## src/dpcq_pkg.sv

```systemverilog
// ---------------------------------------------------------------------------
// dpcq_pkg
// Shared types and constants of the deduplicating paced command queue:
// request and response payloads, status and request codes, sequencer states.
// ---------------------------------------------------------------------------
package dpcq_pkg;

    localparam int TIME_W    = 32;
    localparam int CFG_W     = 16;
    localparam int CFG_IDX_W = 2;
    localparam int CMD_KEY_W = 32;

    typedef logic [TIME_W-1:0]    t_time;
    typedef logic [CFG_W-1:0]     t_cfg;
    typedef logic [CMD_KEY_W-1:0] t_cmd_key;

    // configuration register reset values
    localparam t_cfg DEBOUNCE_RST      = 16'd1500;
    localparam t_cfg DELAY_BEFORE_RST  = 16'd300;
    localparam t_cfg DELAY_BETWEEN_RST = 16'd300;

    // configuration register indexes
    typedef enum logic [CFG_IDX_W-1:0] {
        CFG_DEBOUNCE      = 2'd0,
        CFG_DELAY_BEFORE  = 2'd1,
        CFG_DELAY_BETWEEN = 2'd2
    } t_cfg_idx;

    // request codes
    typedef enum logic [1:0] {
        REQ_ADD   = 2'd0,
        REQ_POLL  = 2'd1,
        REQ_CLEAR = 2'd2
    } t_req_type;

    // response status codes
    typedef enum logic [3:0] {
        ST_ENQUEUED  = 4'd0,
        ST_DUP       = 4'd1,
        ST_DEBOUNCED = 4'd2,
        ST_FULL      = 4'd3,
        ST_SENT      = 4'd4,
        ST_EMPTY     = 4'd5,
        ST_TOO_YOUNG = 4'd6,
        ST_GAP_SHORT = 4'd7,
        ST_CLEARED   = 4'd8
    } t_status;

    typedef struct packed {
        t_req_type req_type;
        t_cmd_key  cmd_key;
        t_time     now_ms;
    } t_req;

    typedef struct packed {
        t_status  status;
        logic     send_valid;
        t_cmd_key send_key;
    } t_rsp;

    // sequencer states
    typedef enum logic [2:0] {
        S_IDLE,
        S_SCAN,
        S_DEBOUNCE,
        S_POLL,
        S_AGE,
        S_GAP,
        S_OUT
    } t_state;

endpackage

```

## src/dpcq_chan_if.sv

```systemverilog
// ---------------------------------------------------------------------------
// dpcq_chan_if
// Valid/ready channel carrying one payload per transfer.
// ---------------------------------------------------------------------------
interface dpcq_chan_if #(
    parameter type T = logic
);
    logic valid;
    logic ready;
    T     payload;

    modport source (output valid, output payload, input ready);
    modport sink   (input valid, input payload, output ready);
endinterface

```

## src/dpcq_ram.sv

```systemverilog
// ---------------------------------------------------------------------------
// dpcq_ram
// Simple dual-port RAM: one write port, one read port with registered data.
// ---------------------------------------------------------------------------
module dpcq_ram #(
    parameter int WIDTH = 64,
    parameter int DEPTH = 16
) (
    input  logic                     i_clk,
    input  logic                     i_we,
    input  logic [$clog2(DEPTH)-1:0] i_waddr,
    input  logic [WIDTH-1:0]         i_wdata,
    input  logic [$clog2(DEPTH)-1:0] i_raddr,
    output logic [WIDTH-1:0]         o_rdata
);
    logic [WIDTH-1:0] r_mem [DEPTH];
    logic [WIDTH-1:0] r_rdata;

    // write and registered read
    always_ff @(posedge i_clk) begin
        if (i_we) begin
            r_mem[i_waddr] <= i_wdata;
        end
        r_rdata <= r_mem[i_raddr];
    end

    assign o_rdata = r_rdata;
endmodule

```

## src/dpcq_tcmp.sv

```systemverilog
// ---------------------------------------------------------------------------
// dpcq_tcmp
// Shared elapsed-time compare: (now - stamp) mod 2^32 < limit.
// ---------------------------------------------------------------------------
module dpcq_tcmp (
    input  dpcq_pkg::t_time i_now,
    input  dpcq_pkg::t_time i_stamp,
    input  dpcq_pkg::t_cfg  i_limit,
    output logic            o_lt
);
    dpcq_pkg::t_time diff;

    // wrapping difference, then compare against zero-extended limit
    assign diff = i_now - i_stamp;
    assign o_lt = diff < dpcq_pkg::t_time'(i_limit);
endmodule

```

## src/dedup_paced_command_queue.sv

```systemverilog
// Sequence: add scans the stored keys from the head (one stored key read and
// compared per cycle), then checks debounce and full; poll checks empty, head
// age and gap; clear goes straight to the output register.
// Throughput: one request at a time; the next request is taken the cycle after
// the result is loaded into the output register, later while that is held.
// Reset: queue empty, last key forgotten, nothing sent, registers at defaults.
// ---------------------------------------------------------------------------
// dedup_paced_command_queue
// FIFO of command keys with duplicate suppression, debounce of the last sent
// key and paced sending, run by a small sequencer around one time compare.
// ---------------------------------------------------------------------------
module dedup_paced_command_queue #(
    parameter int QUEUE_DEPTH = 16,
    parameter int KEY_BITS    = 32
) (
    input  logic                           i_clk,
    input  logic                           i_rst_n,
    input  logic                           i_cfg_we,
    input  logic [dpcq_pkg::CFG_IDX_W-1:0] i_cfg_idx,
    input  dpcq_pkg::t_cfg                 i_cfg_data,
    dpcq_chan_if.sink                      i_req,
    dpcq_chan_if.source                    o_rsp
);
    localparam int KeyW  = (KEY_BITS < dpcq_pkg::CMD_KEY_W) ? KEY_BITS : dpcq_pkg::CMD_KEY_W;
    localparam int PtrW  = $clog2(QUEUE_DEPTH);
    localparam int CntW  = $clog2(QUEUE_DEPTH + 1);
    localparam int WordW = KeyW + dpcq_pkg::TIME_W;

    typedef logic [PtrW-1:0] t_ptr;
    typedef logic [CntW-1:0] t_cnt;
    typedef logic [KeyW-1:0] t_key;

    function automatic t_ptr f_next(input t_ptr p);
        return (p == t_ptr'(QUEUE_DEPTH - 1)) ? '0 : p + t_ptr'(1);
    endfunction

    // control registers
    dpcq_pkg::t_state r_state, n_state;
    t_ptr             r_head, r_tail;
    t_cnt             r_fill;
    t_key             r_last_key;
    logic             r_last_valid;
    dpcq_pkg::t_time  r_last_time;
    logic             r_ever_sent;
    logic             r_rd_pend;
    logic             r_rsp_valid;
    dpcq_pkg::t_cfg   r_debounce, r_before, r_between;

    // working registers
    t_key             r_key;
    dpcq_pkg::t_time  r_now;
    dpcq_pkg::t_status r_status, n_status;
    t_ptr             r_scan_ptr;
    t_cnt             r_scan_cnt;
    dpcq_pkg::t_rsp   r_rsp;

    // datapath signals
    logic             accept;
    logic             out_free;
    logic [WordW-1:0] rd_word;
    t_key             rd_key;
    dpcq_pkg::t_time  rd_time;
    t_ptr             raddr;
    logic             issue;
    logic             hit;
    logic             scan_done;
    logic             full;
    logic             lt;
    dpcq_pkg::t_time  cmp_stamp;
    dpcq_pkg::t_cfg   cmp_limit;
    logic             do_enq;
    logic             do_send;
    logic             do_clear;
    logic             load_key;

    assign i_req.ready = (r_state == dpcq_pkg::S_IDLE);
    assign accept      = i_req.valid && i_req.ready;
    assign out_free    = !r_rsp_valid || o_rsp.ready;

    assign o_rsp.valid   = r_rsp_valid;
    assign o_rsp.payload = r_rsp;

    assign rd_key    = rd_word[KeyW-1:0];
    assign rd_time   = rd_word[KeyW +: dpcq_pkg::TIME_W];
    assign hit       = r_rd_pend && (rd_key == r_key);
    assign scan_done = (r_scan_cnt == r_fill);
    assign full      = (r_fill == t_cnt'(QUEUE_DEPTH));

    // slot storage: stamp and key per entry
    dpcq_ram #(
        .WIDTH (WordW),
        .DEPTH (QUEUE_DEPTH)
    ) u_slots (
        .i_clk   (i_clk),
        .i_we    (do_enq),
        .i_waddr (r_tail),
        .i_wdata ({r_now, r_key}),
        .i_raddr (raddr),
        .o_rdata (rd_word)
    );

    // shared elapsed-time compare
    dpcq_tcmp u_tcmp (
        .i_now   (r_now),
        .i_stamp (cmp_stamp),
        .i_limit (cmp_limit),
        .o_lt    (lt)
    );

    // next state
    always_comb begin
        n_state = r_state;
        unique case (r_state)
            dpcq_pkg::S_IDLE: begin
                if (accept) begin
                    unique case (i_req.payload.req_type)
                        dpcq_pkg::REQ_ADD:   n_state = dpcq_pkg::S_SCAN;
                        dpcq_pkg::REQ_POLL:  n_state = dpcq_pkg::S_POLL;
                        dpcq_pkg::REQ_CLEAR: n_state = dpcq_pkg::S_OUT;
                        default:             n_state = dpcq_pkg::S_IDLE;
                    endcase
                end
            end
            dpcq_pkg::S_SCAN: begin
                if (hit) begin
                    n_state = dpcq_pkg::S_OUT;
                end else if (scan_done && !r_rd_pend) begin
                    n_state = dpcq_pkg::S_DEBOUNCE;
                end
            end
            dpcq_pkg::S_DEBOUNCE: n_state = dpcq_pkg::S_OUT;
            dpcq_pkg::S_POLL: begin
                n_state = (r_fill == '0) ? dpcq_pkg::S_OUT : dpcq_pkg::S_AGE;
            end
            dpcq_pkg::S_AGE: begin
                n_state = lt ? dpcq_pkg::S_OUT : dpcq_pkg::S_GAP;
            end
            dpcq_pkg::S_GAP: n_state = dpcq_pkg::S_OUT;
            dpcq_pkg::S_OUT: begin
                if (out_free) begin
                    n_state = dpcq_pkg::S_IDLE;
                end
            end
            default: n_state = dpcq_pkg::S_IDLE;
        endcase
    end

    // per-state actions and shared unit operand select
    always_comb begin
        n_status  = r_status;
        raddr     = r_scan_ptr;
        issue     = 1'b0;
        do_enq    = 1'b0;
        do_send   = 1'b0;
        do_clear  = 1'b0;
        load_key  = 1'b0;
        cmp_stamp = r_last_time;
        cmp_limit = r_between;
        unique case (r_state)
            dpcq_pkg::S_IDLE: begin
                if (accept && i_req.payload.req_type == dpcq_pkg::REQ_CLEAR) begin
                    do_clear = 1'b1;
                    n_status = dpcq_pkg::ST_CLEARED;
                end
            end
            dpcq_pkg::S_SCAN: begin
                issue = !scan_done && !hit;
                if (hit) begin
                    n_status = dpcq_pkg::ST_DUP;
                end
            end
            dpcq_pkg::S_DEBOUNCE: begin
                cmp_limit = r_debounce;
                if (r_last_valid && r_last_key == r_key && lt) begin
                    n_status = dpcq_pkg::ST_DEBOUNCED;
                end else if (full) begin
                    n_status = dpcq_pkg::ST_FULL;
                end else begin
                    do_enq   = 1'b1;
                    n_status = dpcq_pkg::ST_ENQUEUED;
                end
            end
            dpcq_pkg::S_POLL: begin
                raddr = r_head;
                if (r_fill == '0) begin
                    n_status = dpcq_pkg::ST_EMPTY;
                end
            end
            dpcq_pkg::S_AGE: begin
                cmp_stamp = rd_time;
                cmp_limit = r_before;
                if (lt) begin
                    n_status = dpcq_pkg::ST_TOO_YOUNG;
                end else begin
                    load_key = 1'b1;
                end
            end
            dpcq_pkg::S_GAP: begin
                if (r_ever_sent && lt) begin
                    n_status = dpcq_pkg::ST_GAP_SHORT;
                end else begin
                    do_send  = 1'b1;
                    n_status = dpcq_pkg::ST_SENT;
                end
            end
            dpcq_pkg::S_OUT: begin
            end
            default: begin
            end
        endcase
    end

    // control state
    always_ff @(posedge i_clk) begin
        if (!i_rst_n) begin
            r_state      <= dpcq_pkg::S_IDLE;
            r_head       <= '0;
            r_tail       <= '0;
            r_fill       <= '0;
            r_last_key   <= '0;
            r_last_valid <= 1'b0;
            r_last_time  <= '0;
            r_ever_sent  <= 1'b0;
            r_rd_pend    <= 1'b0;
            r_rsp_valid  <= 1'b0;
            r_debounce   <= dpcq_pkg::DEBOUNCE_RST;
            r_before     <= dpcq_pkg::DELAY_BEFORE_RST;
            r_between    <= dpcq_pkg::DELAY_BETWEEN_RST;
        end else begin
            r_state   <= n_state;
            r_rd_pend <= issue;

            // configuration writes
            if (i_cfg_we) begin
                unique case (i_cfg_idx)
                    dpcq_pkg::CFG_DEBOUNCE:      r_debounce <= i_cfg_data;
                    dpcq_pkg::CFG_DELAY_BEFORE:  r_before   <= i_cfg_data;
                    dpcq_pkg::CFG_DELAY_BETWEEN: r_between  <= i_cfg_data;
                    default: begin
                    end
                endcase
            end

            // queue pointers and last-sent bookkeeping
            if (do_clear) begin
                r_head       <= '0;
                r_tail       <= '0;
                r_fill       <= '0;
                r_last_key   <= '0;
                r_last_valid <= 1'b0;
            end else if (do_enq) begin
                r_tail <= f_next(r_tail);
                r_fill <= r_fill + t_cnt'(1);
            end else if (do_send) begin
                r_head       <= f_next(r_head);
                r_fill       <= r_fill - t_cnt'(1);
                r_last_key   <= r_key;
                r_last_valid <= 1'b1;
                r_last_time  <= r_now;
                r_ever_sent  <= 1'b1;
            end

            // output register: drained by a transfer, loaded when free
            if (r_state == dpcq_pkg::S_OUT && out_free) begin
                r_rsp_valid <= 1'b1;
            end else if (o_rsp.ready) begin
                r_rsp_valid <= 1'b0;
            end
        end
    end

    // working registers
    always_ff @(posedge i_clk) begin
        r_status <= n_status;
        if (accept) begin
            r_key      <= t_key'(i_req.payload.cmd_key);
            r_now      <= i_req.payload.now_ms;
            r_scan_ptr <= r_head;
            r_scan_cnt <= '0;
        end else if (load_key) begin
            r_key <= rd_key;
        end else if (issue) begin
            r_scan_ptr <= f_next(r_scan_ptr);
            r_scan_cnt <= r_scan_cnt + t_cnt'(1);
        end
        if (r_state == dpcq_pkg::S_OUT && out_free) begin
            r_rsp.status     <= r_status;
            r_rsp.send_valid <= (r_status == dpcq_pkg::ST_SENT);
            r_rsp.send_key   <= (r_status == dpcq_pkg::ST_SENT)
                                ? dpcq_pkg::t_cmd_key'(r_key) : '0;
        end
    end
endmodule

```

## src/flat_wrapper.sv

```systemverilog
// flat-port wrapper written by rule: the top's interface ports become plain ports
module dedup_paced_command_queue_flat 
#(
    parameter int QUEUE_DEPTH = 16,
    parameter int KEY_BITS    = 32
)
  (i_clk, i_rst_n, i_cfg_we, i_cfg_idx, i_cfg_data, i_req_valid, i_req_payload, i_req_ready, o_rsp_valid, o_rsp_payload, o_rsp_ready);
  dpcq_chan_if #(.T(dpcq_pkg::t_req)) i_req_i ();
  dpcq_chan_if #(.T(dpcq_pkg::t_rsp)) o_rsp_i ();
  input  logic i_clk;
  input  logic i_rst_n;
  input  logic i_cfg_we;
  input  logic [dpcq_pkg::CFG_IDX_W-1:0] i_cfg_idx;
  input  dpcq_pkg::t_cfg i_cfg_data;
  input wire logic [$bits(i_req_i.valid)-1:0] i_req_valid;
  input wire logic [$bits(i_req_i.payload)-1:0] i_req_payload;
  output wire logic [$bits(i_req_i.ready)-1:0] i_req_ready;
  output wire logic [$bits(o_rsp_i.valid)-1:0] o_rsp_valid;
  output wire logic [$bits(o_rsp_i.payload)-1:0] o_rsp_payload;
  input wire logic [$bits(o_rsp_i.ready)-1:0] o_rsp_ready;
  assign i_req_i.valid = i_req_valid;
  assign i_req_i.payload = i_req_payload;
  assign i_req_ready = i_req_i.ready;
  assign o_rsp_valid = o_rsp_i.valid;
  assign o_rsp_payload = o_rsp_i.payload;
  assign o_rsp_i.ready = o_rsp_ready;
  dedup_paced_command_queue #(.QUEUE_DEPTH(QUEUE_DEPTH), .KEY_BITS(KEY_BITS)) u_core (.i_clk(i_clk), .i_rst_n(i_rst_n), .i_cfg_we(i_cfg_we), .i_cfg_idx(i_cfg_idx), .i_cfg_data(i_cfg_data), .i_req(i_req_i), .o_rsp(o_rsp_i));
endmodule
```

## config.mk

```make
export PLATFORM = sky130hd
export DESIGN_NAME = dedup_paced_command_queue_flat
export DESIGN_NICKNAME = d
export VERILOG_FILES = /design/src/dpcq_pkg.sv /design/src/dpcq_chan_if.sv /design/src/dpcq_ram.sv /design/src/dpcq_tcmp.sv /design/src/dedup_paced_command_queue.sv /design/src/flat_wrapper.sv
export SDC_FILE = /design/constraint.sdc
export NUM_CORES = 2
export LEC_CHECK = 0
export BUFFER_PORTS_ARGS = -buffer_cell sky130_fd_sc_hd__buf_2
export CORE_AREA = 3 3 354 356
export CTS_CLUSTER_DIAMETER = 150
export CTS_CLUSTER_SIZE = 20
export DETAILED_ROUTE_END_ITERATION = 8
export DIE_AREA = 0 0 357 359
export SETUP_SLACK_MARGIN = 0.15
export SKIP_CTS_REPAIR_TIMING = 1
export SYNTH_ARGS = -nofsm -noshare
export SYNTH_HDL_FRONTEND = slang
export SYNTH_SLANG_ARGS = --single-unit
```

## constraint.sdc

```tcl
create_clock -name i_clk -period 10.42 [get_ports i_clk]
set_input_delay 1.563 -clock i_clk [delete_from_list [all_inputs] [get_ports i_clk]]
set_output_delay 1.563 -clock i_clk [all_outputs]
set_load 0.02 [all_outputs]
```

After elaboration in Yosys (flattened, before gate mapping):

Memory sizes are Yosys's and may differ from the RTL's. A register that Yosys moved wholly into a read port is not among the register bits.
Cells that the tools add are included.

* bitwise logic cells: 4
* add/subtract/negate cells: 7
* shifts and indexed selects: 0
* divide/modulo/power cells: 0
* multiply operators: 0
* reductions and logical operators: 34
* eq/ne operators: 26
* multiplexer cells: 43
* $lt $le $gt $ge: 1

Operators with widths (number)
* 32-bit two-way mux: 3
* 32-bit equality test: 2
* 4-bit two-way mux: 12
* 32-bit by 16-bit less-than comparator with 1-bit output: 1
* 16-bit case mux with 2 select lines: 1
* 32-bit subtractor: 1
* 4-bit case mux with 6 select lines: 1
* 3-bit case mux with 6 select lines: 1
* 1-bit two-way mux: 14
* 4-bit by 1-bit adder with 4-bit output, second input constant: 3
* 4-bit equality test, second input constant: 3
* 3-bit two-way mux: 4
* 2-bit AND reduction: 6
* 5-bit by 1-bit adder with 5-bit output, second input constant: 2
* 5-bit two-way mux: 2
* 2-bit by 1-bit inequality test with 1-bit output, second input constant: 5
* 3-bit equality test, second input constant: 3
* 1-bit logical AND: 9
* 3-bit case mux with 3 select lines: 1
* 2-bit two-way mux: 4
* 2-bit nonzero test: 4
* 3-bit by 2-bit equality test with 1-bit output, second input constant: 2
* 3-bit AND reduction: 2
* 6-bit nonzero test: 1
* other kinds (17): 28

* word-level logic and storage cells: 137
* memories: 1
* memory bits (read-only): 0
* register bits after elaboration: 246
* RAM bits: 1024
* output and inout port bits: 39
* input bits: 89
* bits in latches: 0

Memory list
* u_core.u_slots.r_mem: depth 16, bits a word 64, rd ports 1, clocked after Yosys merged registers in 1, wr ports 1, line dpcq_ram.sv:16 `logic [WIDTH-1:0] r_mem [DEPTH];`

Logic depth before layout (Yosys ltp):

* word-level depth: 9
* mapped depth: 29
* gate-level depth less buffers: 27

Modules after synthesis:

From an unflattened synthesis, not the netlist that was laid out.

* cell total of the unflattened synthesis: 3204
* area, all modules: 52704.3 µm²

Modules (own cells, without submodules)
* dpcq_ram: times used 1, cells an instance 1647, area an instance 39581.7 µm², seq. area each 32030.7 µm²
* dedup_paced_command_queue: times used 1, cells an instance 1206, area an instance 10789.1 µm², seq. area each 6015.8 µm²
* dpcq_tcmp: times used 1, cells an instance 351, area an instance 2333.5 µm², seq. area each 0.0 µm²

Worst setup path after synthesis:

No wires, ideal clock.

* path kind: flip-flop to flip-flop
* from: reg u_core.r_state[0]
* to: mem u_core.u_slots.r_mem[5][0], enable pin
* arrival: 9752 ps
* period minus slack after synthesis: 10330 ps
* stages on the path, launching flop included: 26
* slack: 90 ps
* buffers on the path: 3
* setup time: 578 ps
* data required time: 9842 ps
* cells stage by stage: dfxtp_1 buf_2 nor3b_4 clkbuf_1 mux2_2 ha_1 inv_1 fa_1 a21o_1 a221o_2 a21boi_0 o21ai_0 xor2_1 ha_1 nand4_1 or2_2 nor3_1 a22oi_1 o2111a_1 o2bb2ai_1 nor4_1 and4_1 nor2_1 buf_2 nand2_1 nor3b_1

* longest elaborated chain between the ends: 9

Ends and longest elaborated chain
* from (decl): line dedup_paced_command_queue.sv:38 `dpcq_pkg::t_state r_state, n_state;`
* from (signal assigned): line dedup_paced_command_queue.sv:216 `r_state <= dpcq_pkg::S_IDLE;`
* from (signal assigned): line dedup_paced_command_queue.sv:230 `r_state <= n_state;`
* 3-bit equality test: line dedup_paced_command_queue.sv:159 `unique case (r_state)`
* 32-bit two-way mux: line dedup_paced_command_queue.sv:159
* 32-bit subtractor: line dpcq_tcmp.sv:14 `assign diff = i_now - i_stamp;`
* 32-bit by 16-bit less-than comparator with 1-bit output: line dpcq_tcmp.sv:15 `assign o_lt = diff < dpcq_pkg::t_time'(i_limit);`
* 1-bit logical AND: line dedup_paced_command_queue.sv:174 `if (r_last_valid && r_last_key == r_key && lt) begin`
* 1-bit two-way mux: line dedup_paced_command_queue.sv:174
* 1-bit two-way mux (*): line dedup_paced_command_queue.sv:159
* 1-bit two-way mux (*): line dpcq_ram.sv:21 `if (i_we) begin`
* 1-bit two-way mux (implied by the code) (*): line dpcq_ram.sv:22 `r_mem[i_waddr] <= i_wdata;`
* to (decl): line dpcq_ram.sv:16

Mark *: on every way between the ends. The rest lies on a longest branch, timed or not.

Worst setup path in the final report:

* from: reg u_core.r_state[2]
* to: mem u_core.u_slots.r_mem[6][29], enable pin

The elaborated chain is that of the path after synthesis.

==> flow_metrics.env <==
export IMPL_fin_tns_setup_ns=0
export IMPL_htree_levels=3
export IMPL_syn_to_final_growth_pct=8.75
export IMPL_cts_root_buf="clkbuf_16"
export IMPL_grt_pass1_wl_um=205000
export IMPL_yosys_area_share_simple_pct=10.8
export IMPL_dr_pass1_iters=6
export IMPL_hold_viol=0
export IMPL_fin_crit_sh_pct=70.5
export IMPL_core_um2=122000
export IMPL_slew_headroom_pct=26.0
export IMPL_rows=128
export IMPL_clockBufferDepth=3
export IMPL_netlist_area_um2=54800
export IMPL_synth_top_family_by_area="compound AO/OA/AOI/OAI gates"
export IMPL_crit_path_start_kind="flop"
export IMPL_synth_net_count=4273
export IMPL_synthCells=4121
export IMPL_drt_iter0_markers=3176
export IMPL_power_mw=16.6
export IMPL_clkLatencyLatePin_ns=0.67
export IMPL_fp_dieW_um=357
export IMPL_synth_area_leaders="edfxtp_1 (62%), dfxtp_1 (7.3%), nand2_1 (4.7%)"
export IMPL_io_buffers=127
export IMPL_cts_buffers=76
export IMPL_drc=0
export IMPL_fin_crit_ns=7.35
export IMPL_grt_max_degree=193
export IMPL_synthArstFlopShare_pct=0
export IMPL_critical_path_class="reg2reg"
export IMPL_final_cell_mix="edfxtp_1 (1133), nand2_1 (683), a211oi_1 (323)"
export IMPL_maxSlewViolCount=0
export IMPL_ys_seq_area_share_pct=69.4
export IMPL_worstMarginPinSlew_ns=1.11
export IMPL_avgSynthCellArea_um2=13.3
export IMPL_pwr_density_cell_nw_per_um2=278
export IMPL_yosysTopAreaCell="edfxtp_1"
export IMPL_synthDistinctLibCells=74
export IMPL_clock_skew_ns=0.0354
export IMPL_tritoncts="done"
export IMPL_final_setup_viol_count=0
export IMPL_final_common_cell="edfxtp_1"
export IMPL_io_pin_count=128
export IMPL_ys_warn_count=0
export IMPL_synth_compound_area_share_pct=12.0
export IMPL_vias=33100
export IMPL_p_leak_nw=19.2
export IMPL_crit_required_ns=10.72
export IMPL_initial_core_util_pct=44.9
export IMPL_floorplan_die_area_um2=128000
export IMPL_crit_arrival_ns=7.64
export IMPL_grt_pass1_vias=32100
export IMPL_clock_sinks=1334
export IMPL_path_clk_slew_ns=0.09
export IMPL_layout_drive_gt1_share_pct=9.11
export IMPL_drt_total_wl_um=137000
export IMPL_gp_congestion=0.825
export IMPL_critPathCaptureType="flop"
export IMPL_synthXorXnorAreaFrac_pct=1.58
export IMPL_ys_ff_latch=1334
export IMPL_die_y_um=359
export IMPL_status="completed"
export IMPL_ys_flop_type="edfxtp_1"
export IMPL_synth_edf_count=1133
export IMPL_rsz0062_at_grt="no"
export IMPL_max_freq_ghz=0.136
export IMPL_peakVddDrop_v=0.000268
export IMPL_grtUsageTotal_pct=20.9
export IMPL_cap_violations=0
export IMPL_postRouteAntennaNets=0
export IMPL_grt_ovfl_total=0
export IMPL_synth_fa_ha_area_share_pct=1.47
export IMPL_hold_path_class="reg2reg"
export IMPL_routedWlPerCell_um=23.5
export IMPL_yosysTopAreaCellShare_pct=62.1
export IMPL_synth_area_mux_share_pct=2.68
export IMPL_hpwl_um=77900
export IMPL_grt_antenna_before_repair=4
export IMPL_nNetsFinal=4290
export IMPL_critPathMaxFanout=36
export IMPL_vias_per_cell=5.68
[flip-flops by register name (all words and copies together), names as in the netlist, 32 cells and up]
name                    flops
u_core.u_slots.o_rdata     64
u_core.r_last_time         32
u_core.r_last_key          32
u_core.r_key               32
u_core.r_now               32
u_core.u_slots.r_mem     1024
u_core.o_rsp.payload       37
[critical path, cell delays in order, from the launching register on]
cell and delay (ns):
dfxtp_1 0.54, nor3b_4 0.25, buf_4 0.31, buf_4 0.50, mux2i_1 0.28, ha_1 0.32, a21oi_1 0.30, nand2_1 0.11
a221oi_2 0.37, nand2_1 0.11, xor2_1 0.16, ha_1 0.30, nand4_1 0.11, or2_2 0.32, nor3_1 0.27, a22oi_1 0.12
o2111a_1 0.16, o2bb2ai_1 0.14, nor4_1 0.07, and4_1 0.28, nor2_1 0.11, buf_4 0.21, nand2_1 0.22, nor3b_2 0.23
buf_4 0.55, buf_4 0.51
[final timing paths]
kind | from | end | slack, ns | cells after the start
min reg2reg | u_core.r_debounce[0] | u_core.r_debounce[0] | 0.46 | 2
max reg2reg | u_core.r_state[2] | u_core.u_slots.r_mem[6][29] | 3.07 | 25
min | u_core.r_debounce[0] | u_core.r_debounce[0] | 0.46 | 2
max | u_core.r_state[2] | u_core.u_slots.r_mem[6][29] | 3.07 | 25
[metrics by stage]
step / hold WS, ns / worst slack (ns) / utilization [%] / cells / instance area (µm²)
detailed placement: 0.446 / 3.11 / 47.0 / 5685 / 57400
global route: 0.486 / 2.45 / 48.8 / 5819 / 59600
global placement: 0.448 / 3.18 / 47.0 / 5685 / 57400
finish: 0.462 / 3.07 / 48.8 / 5823 / 59600
floorplan: 0.418 / 0.0895 / - / 4121 / 54800
CTS: 0.465 / 3.07 / 48.8 / 5819 / 59600
[cell families (layout without fill, tap and decap cells)]
kind of cell               count (synthesis)  count (layout)
DFF                                     1334            1334
and+or+nand+nor                         1248            1248
AOI/OAI and AO/OA                        940             940
buffers and inverters                    295             368
muxes                                    142             142
xor gates and xnor gates                  99              99
adders and majority gates                 63              63
other                                      0               4
[where the power goes]
part | total (mW) | leakage, nW | internal, mW | switching (mW)
Sequential | 7.14 | 11.9 | 6.73 | 0.405
Clock | 3.13 | 1.04 | 1.43 | 1.69
Combinational | 6.31 | 6.29 | 1.98 | 4.32
[Yosys cell counts (48+ instances only)]
cell	instances
a211oi_1	323
a21oi_1	200
a311oi_1	130
a31oi_1	131
and2_1	285
clkbuf_1	253
dfxtp_1	201
edfxtp_1	1133
ha_1	61
mux2i_1	105
nand2_1	684
nor2_1	80
xnor2_1	51
xor2_1	48
[layer usage]
layer	part of all wire, %	GRT usage (%)
met5	0	0
met4	2.5	5.70
met3	6.1	3.21
met2	47	33.2
met1	45	30.0
[layout make-up]
class | instances | area [µm²]
fill | 10700 | 62400
multi-input combinational | 2492 | 15800
antenna | 4 | 10.0
inverter | 14 | 52.6
clock buffer | 132 | 2180
timing repair buffer | 220 | 1460
sequential | 1334 | 38000
tap | 1625 | 2030
clock inverter | 2 | 17.5
Note: power is estimated with default switching activity, not from simulation.
